$ cat config.mk
export PLATFORM = sky130hd
export DESIGN_NAME = two_color_led_mode_blinker_unit
export DESIGN_NICKNAME = d
export VERILOG_FILES = /design/src/design/tclmb_pkg.sv /design/src/design/tclmb_core.sv /design/src/design/two_color_led_mode_blinker_unit.sv
export SDC_FILE = /design/constraint.sdc
export NUM_CORES = 1
export LEC_CHECK = 0
export BUFFER_PORTS_ARGS = -buffer_cell sky130_fd_sc_hd__buf_4
export CAP_MARGIN = 20
export CORE_MARGIN = 3
export CORE_UTILIZATION = 49
export DETAILED_ROUTE_END_ITERATION = 10
export PLACE_DENSITY = 0.72
export RECOVER_POWER = 25
export SETUP_SLACK_MARGIN = 0.1
export SLEW_MARGIN = 10
export SYNTH_ARGS = -nofsm -noshare
export SYNTH_HDL_FRONTEND = slang
export SYNTH_SLANG_ARGS = --single-unit
$ cat constraint.sdc
create_clock -name clk -period 2.8 [get_ports clk]
set_input_delay 0.28 -clock clk [delete_from_list [all_inputs] [get_ports clk]]
set_output_delay 0.28 -clock clk [all_outputs]
set_load 0.1 [all_outputs]
$ cat src/design/tclmb_pkg.sv
// shared types, command codes and led patterns for the two-color led mode blinker
package tclmb_pkg;

	localparam int LED_W    = 6;
	localparam int MODE_W   = 2;
	localparam int CMD_W    = 3;
	localparam int COUNT_W  = 8;
	localparam int CFG_IDX_W = 8;

	localparam logic [CMD_W-1:0] CMD_TICK   = 3'd0;
	localparam logic [CMD_W-1:0] CMD_PAUSE  = 3'd1;
	localparam logic [CMD_W-1:0] CMD_SET    = 3'd2;
	localparam logic [CMD_W-1:0] CMD_TOGGLE = 3'd3;
	localparam logic [CMD_W-1:0] CMD_QUERY  = 3'd4;

	localparam logic [MODE_W-1:0] MODE_STEADY_GREEN = 2'd0;
	localparam logic [MODE_W-1:0] MODE_STEADY_RED   = 2'd1;
	localparam logic [MODE_W-1:0] MODE_REC_GREEN    = 2'd2;
	localparam logic [MODE_W-1:0] MODE_REC_RED      = 2'd3;

	localparam logic [CFG_IDX_W-1:0] REG_STEADY_PERIOD = 8'd0;
	localparam logic [CFG_IDX_W-1:0] REG_RECORD_PERIOD = 8'd1;

	localparam logic [COUNT_W-1:0] STEADY_PERIOD_RST = 8'h06;
	localparam logic [COUNT_W-1:0] RECORD_PERIOD_RST = 8'h03;

	localparam logic [LED_W-1:0] LED_GREEN_TRIO = 6'h07;
	localparam logic [LED_W-1:0] LED_RED_TRIO   = 6'h38;
	localparam logic [LED_W-1:0] LED_GREEN_BACK = 6'h04;
	localparam logic [LED_W-1:0] LED_RED_BACK   = 6'h20;

	typedef struct packed {
		logic [CMD_W-1:0]   cmd;
		logic [COUNT_W-1:0] pause_length;
		logic [MODE_W-1:0]  mode_value;
	} item_t;

	typedef struct packed {
		logic [LED_W-1:0]  leds;
		logic [MODE_W-1:0] current_mode;
		logic              mode_matches;
		logic              paused;
	} result_t;

	typedef struct packed {
		logic [LED_W-1:0] clr;
		logic [LED_W-1:0] set;
	} led_pattern_t;

	// leds forced off and on when a mode is entered
	function automatic led_pattern_t mode_pattern(input logic [MODE_W-1:0] m);
		led_pattern_t p;
		case (m)
			MODE_STEADY_GREEN: begin
				p.clr = 6'h3A;
				p.set = 6'h01;
			end
			MODE_STEADY_RED: begin
				p.clr = 6'h17;
				p.set = 6'h08;
			end
			MODE_REC_GREEN: begin
				p.clr = 6'h3B;
				p.set = 6'h04;
			end
			default: begin
				p.clr = 6'h1F;
				p.set = 6'h20;
			end
		endcase
		return p;
	endfunction

endpackage

$ cat src/design/tclmb_core.sv
// blinker state registers and the per-command update logic
module tclmb_core (
	input  logic                     clk,
	input  logic                     arst_n,
	input  logic                     en,
	input  tclmb_pkg::item_t         item,
	input  logic [7:0]               steady_period,
	input  logic [7:0]               record_period,
	output tclmb_pkg::result_t       result
);
	import tclmb_pkg::*;

	logic [MODE_W-1:0]  mode_q, mode_d;
	logic [COUNT_W-1:0] pause_q, pause_d;
	logic [COUNT_W-1:0] fast_q, fast_d;
	logic [COUNT_W-1:0] slow_q, slow_d;
	logic [LED_W-1:0]   led_q, led_d;

	logic               paused_now;
	logic [COUNT_W-1:0] fast_ld, slow_ld;
	logic [LED_W-1:0]   led_tick;
	logic               do_apply;
	logic [MODE_W-1:0]  apply_mode;
	led_pattern_t       pat;

	assign paused_now = (pause_q != '0);

	always_comb begin
		led_tick = led_q;
		fast_ld  = fast_q;
		slow_ld  = slow_q;
		if (fast_q == '0) begin
			fast_ld = steady_period;
			if (mode_q == MODE_STEADY_GREEN)
				led_tick = led_tick ^ LED_GREEN_TRIO;
			else if (mode_q == MODE_STEADY_RED)
				led_tick = led_tick ^ LED_RED_TRIO;
		end
		if (slow_q == '0) begin
			slow_ld = record_period;
			if (mode_q == MODE_REC_GREEN)
				led_tick = led_tick ^ LED_GREEN_BACK;
			else if (mode_q == MODE_REC_RED)
				led_tick = led_tick ^ LED_RED_BACK;
		end
	end

	always_comb begin
		do_apply   = 1'b0;
		apply_mode = item.mode_value;
		case (item.cmd)
			CMD_SET: begin
				do_apply = 1'b1;
			end
			CMD_TOGGLE: begin
				if (mode_q == MODE_STEADY_GREEN) begin
					do_apply   = 1'b1;
					apply_mode = MODE_STEADY_RED;
				end else if (mode_q == MODE_STEADY_RED) begin
					do_apply   = 1'b1;
					apply_mode = MODE_STEADY_GREEN;
				end
			end
			default: begin
				do_apply = 1'b0;
			end
		endcase
	end

	assign pat = mode_pattern(apply_mode);

	always_comb begin
		mode_d  = mode_q;
		pause_d = pause_q;
		fast_d  = fast_q;
		slow_d  = slow_q;
		led_d   = led_q;
		case (item.cmd)
			CMD_TICK: begin
				if (paused_now) begin
					pause_d = pause_q - 1'b1;
				end else begin
					fast_d = fast_ld - 1'b1;
					slow_d = slow_ld - 1'b1;
					led_d  = led_tick;
				end
			end
			CMD_PAUSE: begin
				pause_d = item.pause_length;
			end
			default: begin
				if (do_apply && !paused_now) begin
					led_d  = (led_q & ~pat.clr) | pat.set;
					mode_d = apply_mode;
				end
			end
		endcase
	end

	always_ff @(posedge clk or negedge arst_n) begin
		if (!arst_n) begin
			mode_q  <= MODE_STEADY_GREEN;
			pause_q <= '0;
			fast_q  <= '0;
			slow_q  <= '0;
			led_q   <= '0;
		end else if (en) begin
			mode_q  <= mode_d;
			pause_q <= pause_d;
			fast_q  <= fast_d;
			slow_q  <= slow_d;
			led_q   <= led_d;
		end
	end

	assign result.leds         = led_d;
	assign result.current_mode = mode_d;
	assign result.mode_matches = (mode_d == item.mode_value);
	assign result.paused       = (pause_d != '0);

endmodule

$ cat src/design/two_color_led_mode_blinker_unit.sv
// top level: input word register, configuration registers and result register
// a word moves from the input word register to the result register
// throughput: one word per cycle unless stalled; one state update per word
// result stall holds the result register and backs up into the input register
// reset clears all leds, green mode, counters to zero, periods to 6 and 3
module two_color_led_mode_blinker_unit (
	input  logic                      clk,
	input  logic                      arst_n,
	input  logic                      item_valid,
	output logic                      item_stall,
	input  tclmb_pkg::item_t          item,
	output logic                      result_valid,
	input  logic                      result_stall,
	output tclmb_pkg::result_t        result,
	input  logic                      cfg_valid,
	output logic                      cfg_ready,
	input  logic [7:0]                cfg_index,
	input  logic [7:0]                cfg_data
);
	import tclmb_pkg::*;

	logic             valid_s1;
	item_t            item_s1;
	logic             out_free;
	logic             advance;
	result_t          res_next;
	logic [COUNT_W-1:0] steady_q, record_q;

	assign out_free   = !result_valid || !result_stall;
	assign advance    = valid_s1 && out_free;
	assign item_stall = valid_s1 && !out_free;
	assign cfg_ready  = 1'b1;

	always_ff @(posedge clk or negedge arst_n) begin
		if (!arst_n) begin
			steady_q <= STEADY_PERIOD_RST;
			record_q <= RECORD_PERIOD_RST;
		end else if (cfg_valid) begin
			if (cfg_index == REG_STEADY_PERIOD)
				steady_q <= cfg_data;
			else if (cfg_index == REG_RECORD_PERIOD)
				record_q <= cfg_data;
		end
	end

	// input word register
	always_ff @(posedge clk or negedge arst_n) begin
		if (!arst_n) begin
			valid_s1 <= 1'b0;
		end else if (!item_stall) begin
			valid_s1 <= item_valid;
		end
	end

	always_ff @(posedge clk) begin
		if (item_valid && !item_stall)
			item_s1 <= item;
	end

	tclmb_core u_core (
		.clk           (clk),
		.arst_n        (arst_n),
		.en            (advance),
		.item          (item_s1),
		.steady_period (steady_q),
		.record_period (record_q),
		.result        (res_next)
	);

	// result register
	always_ff @(posedge clk or negedge arst_n) begin
		if (!arst_n) begin
			result_valid <= 1'b0;
		end else if (out_free) begin
			result_valid <= valid_s1;
		end
	end

	always_ff @(posedge clk) begin
		if (advance)
			result <= res_next;
	end

endmodule
### After elaboration in Yosys (flattened, before gate mapping)

Cells that the tools add are included.

* bits of input ports: 34
* register bits after elaboration: 73
* output and inout bits: 13

* add/sub/neg operators: 3
* mux-type cells: 22
* reductions and logical operators: 22
* bitwise operators: 9
* eq/ne operators: 10

Operator list (number)
* two-way mux 6 bit: 8
* one-hot mux 12 bit (3 select lines): 1
* logical NOT 8 bit: 3
* two-way mux 8 bit: 3
* subtractor 8 x 1 -> 8 bit (second input constant): 3
* one-hot mux 8 bit (2 select lines): 1
* nonzero test 8 bit: 2
* one-hot mux 6 bit (2 select lines): 1
* two-way mux 2 bit: 5
* == test 8 x 1 -> 1 bit (second input constant): 1
* AND 6 bit: 1
* == test 2 bit (second input constant): 3
* == test 3 x 2 -> 1 bit (second input constant): 2
* inverter 3 bit: 2
* inverter 6 bit: 1
* bitwise OR 6 bit: 1
* AND reduction 3 bit: 2
* logical NOT 1 bit: 5
* == test 2 x 1 -> 1 bit (second input constant): 2
* logical AND 1 bit: 4
* logical NOT 2 bit: 2
* inverter 1 bit: 4
* == test 3 x 1 -> 1 bit (second input constant): 1
* logical NOT 3 bit: 1
* other kinds (6): 7

### Logic depth before layout (Yosys ltp)

* depth after elaboration: 11
* mapped depth: 11
* mapped depth without buffers: 9

### By module

A second synthesis with hierarchy kept.

* cell total of the unflattened synthesis: 377
* area total of the unflattened synthesis: 3958.8 sq um

Modules (own cells, without submodules)
* tclmb_core: area an instance 2506.2 sq um, cells each 306, times used 1
* two_color_led_mode_blinker_unit: area an instance 1452.6 sq um, cells each 71, times used 1

### Worst setup path before layout

No wires, ideal clock.

* path kind: register -> register
* start point: register u_core.slow_q[5]
* end point: register u_core.slow_q[6]
* path buffers: 1
* path slack: 0.108 ns
* cell stages (with the launch flop): 11
* data required time: 2.671 ns
* setup time: 0.129 ns
* arrival: 2.562 ns
* path through: dfrtp_1 nor3_1 and3_1 buf_4 a21oi_1 ha_1 or4b_1 or2_1 or4_1 a31oi_1 o21ai_1

* longest elaborated chain between the ends: 3

Ends and longest elaborated chain
* start: declaration: line tclmb_core.sv:16 `logic [COUNT_W-1:0] slow_q, slow_d;`
* start signal: assignment: line tclmb_core.sv:111 `slow_q <= slow_d;`
* logical NOT 8 bit: line tclmb_core.sv:39 `if (slow_q == '0) begin`
* two-way mux 8 bit *: line tclmb_core.sv:39
* subtractor 8 x 1 -> 8 bit *: line tclmb_core.sv:84 `slow_d = slow_ld - 1'b1;`

Every way passes the cells marked *; elsewhere a longest branch is shown, timed or not.
A chain may end at the register's enable or synchronous reset.

### Worst setup path in the final report

* start point: register u_core.slow_q[7]
* end point: register u_core.slow_q[6]

* longest elaborated chain between the ends: 3

Ends and longest elaborated chain (line)
* logical NOT 8 bit: tclmb_core.sv:39
* two-way mux 8 bit: tclmb_core.sv:39
* subtractor 8 x 1 -> 8 bit: tclmb_core.sv:84

Every way passes these cells.

==> reports/qor.yml <==
outcome:
  status: "finished clean"
clock_network:
  clock_sink_count: 73
  cts_max_level: 3
  cts_tree: "yes"
  insertion_delay_ns: 0.34
  cts_root_buffer: "clkbuf_8"
  numCtsBuffers: 9
  clk_pin_slew_worst_paths_ns: 0.08
  max-clock-path-buffers: 2
worst_setup_path:
  setup.worst_path.end_class: "flip-flop"
  cp.required_ns: 3.02
  cp.arrival_ns: 2.84
  criticalPathCategory: "flip-flop to flip-flop"
  cp_max_fo: 4
  start_kind: "flip-flop"
die:
  initial_core_util_pct: 52.35
  die_width_um: 95.43
  fp.coreArea_um2: 7486
  dieArea_um2: 9107
  die_h_um: 95.43
  row_count: 31
  num_io_pins: 47
placement:
  gp_congestion: 0.8827
  port_buffers: 45
  post-dp-hpwl_um: 6103
  dp.cells: 512
route:
  viasPerCell: 6.007
  first_pass_iters: 5
  wire_per_inst_um: 16.24
  drt_iter0_markers: 151
  remaining_drc_errors: 0
  routed_wl_um: 8674
  vias: 3208
  ant_nets: 0
finish:
  n_antenna_cell: 0
  layout-drive-gt1-share_pct: 26.44
  final_cell_mix: "nand2_1 (47), buf_4 (47), dfrtp_1 (46), nor2_1 (25), edfxtp_1 (23)"
  multiInputGateArea_um2: 1834
  fillCellCount: 604
  regArea_um2: 1947
  post-route-util_pct: 62.11
  final_cells: 534
  syn_to_final_growth_pct: 18.65
  fin_nets: 468
logic_synthesis:
  synth-edff-count: 23
  synthFlopType: "dfrtp_1"
  ys_seq_area_share_pct: 49.68
  syn_area_um2: 3919
  ys_ff_latch: 73
  syn_area_per_cell_um2: 10.31
  yosysUniqueCellTypes: 70
  yosys_warnings: 0
  syn_nets: 418
  async_flop_share_pct: 68.49
  syn_inst: 380
global_routing:
  track_usage_pct: 20.37
  gr-total-overflow: 0
  grt.met2_usage_pct: 33.70
  antenna_found_initial: 0
  grt_max_degree: 51
  grtUsageMet3_pct: 4.972
  grt_pass1_wl_um: 14630
  grt_pass1_vias: 3127
  use_met1_pct: 25.67
  busiest_layer: "met2"
timing:
  rsz0062_at_grt: "no"
  tightest_slew_ns: 1.268
  period_share_pct: 93.63
  fin_skew_ns: 0.005953
  max_slew_margin_pct: 15.48
  min_period_ns: 2.622
  drv_slew: 0
  fin_tns_setup_ns: 0
  setup_violations: 0
  hold_viol: 0
  fmax_ghz: 0.3814
pwr:
  cellPowerDensity_nw_per_um2: 939.6
  power.total_mw: 4.369
  p_leak_nw: 2.005
  ir_drop_v: 0.0005342
flow_run:
  drv_cap: 0
worst_hold_path:
  min_path_type: "input port to flip-flop"
[through the flow]
step / setup WS, ns / hold WS (ns) / cell area, um2
2_1_floorplan: 0.1084 / -0.01559 / 3919
3_3_place_gp: 0.2080 / 0.3466 / 4335
3_5_place_dp: 0.1029 / 0.3503 / 4335
4_1_cts: 0.1407 / 0.09924 / 4602
5_1_grt: 0.07649 / 0.1092 / 4649
6_report: 0.1784 / 0.1319 / 4649
[synth_stat cells, drive strengths merged, types with 5 or more instances]
| cell type | number | area, um2 |
|---|---|---|
| nand4 | 6 | 52.55 |
| a211oi | 5 | 37.54 |
| a31oi | 9 | 56.30 |
| nor3 | 9 | 67.56 |
| nor4 | 9 | 71.32 |
| buf | 14 | 92.59 |
| a21oi | 18 | 90.09 |
| o31ai | 8 | 60.06 |
| nand3 | 9 | 45.04 |
| edfxtp | 23 | 690.7 |
| clkbuf | 9 | 35.03 |
| nor2 | 25 | 93.84 |
| o21ai | 27 | 135.1 |
| inv | 7 | 26.28 |
| mux2 | 19 | 214.0 |
| nand2 | 48 | 182.7 |
| nand2b | 6 | 37.54 |
| dfrtp | 46 | 1151 |
| or3 | 5 | 31.28 |
[state kept, by name, summed over array words and instances (netlist names)]
name	cells
item_s1	13
record_q	8
result	10
result_valid	1
steady_q	8
u_core.fast_q	8
u_core.led_q	6
u_core.mode_q	2
u_core.pause_q	8
u_core.slow_q	8
valid_s1	1
[cell type report]
cell class,instances,area share (%)
clock buffers,14,4.656
clock inverters,2,0.7804
inverters,7,0.5651
multi-input cells,277,39.45
flip-flops and latches,73,41.87
well taps,99,2.664
repair buffers,62,10.01
[report_power, final]
group	internal [mW]	switching, mW
logic	0.697	1.09
registers	1.33	0.263
clock network	0.600	0.387
total	2.63	1.74
[critical path, stage by stage (launching register included)]
cell and delay [ns]:
dfrtp_1 0.41, nor3_2 0.08, and3_1 0.23, a21oi_2 0.16, ha_1 0.17, or4b_4 0.46
or2_1 0.25, or4_1 0.48, a31oi_1 0.20, o21ai_1 0.08
[final timing paths]
kind | startpoint | endpoint | slack (ns) | cells after the start
max | u_core.slow_q[7] | u_core.slow_q[6] | 0.18 | 9
min | item[9] | item_s1[9] | 0.13 | 1
max reg2reg | u_core.slow_q[7] | u_core.slow_q[6] | 0.18 | 9
min reg2reg | valid_s1 | result_valid | 0.47 | 1
max in group asynchronous | arst_n | record_q[4] | 1.28 | 2
min in group asynchronous | arst_n | u_core.led_q[1] | 0.73 | 2
[layer usage]
metal	part of all wire, %	vias to the layer above
li1	-	1539
met1	44	1543
met2	50	114
met3	5.3	12
met4	1.3	0
met5	0	-
[cell families after synthesis]
family                     Yosys count  synth area share [%]
and+or+nand+nor                    139                 19.32
DFF                                 73                 49.68
xor gates and xnor gates             5                 1.118
buffers and inverters               30                 3.927
adders and majority gates            4                 1.277
other                                1               0.09569
AOI/OAI and AO/OA                  105                 18.10
muxes                               23                 6.482
[timing repair]
action / CTS / global route
gates resized for setup: 1 / 3
setup endpoints to repair: 1 / 1
hold endpoints to repair: 46 / 0
hold buffers: 1 / 0
setup buffers: 0 / 5
pin swaps: 0 / 1
No activity file was read; power rests on OpenSTA's default activity.
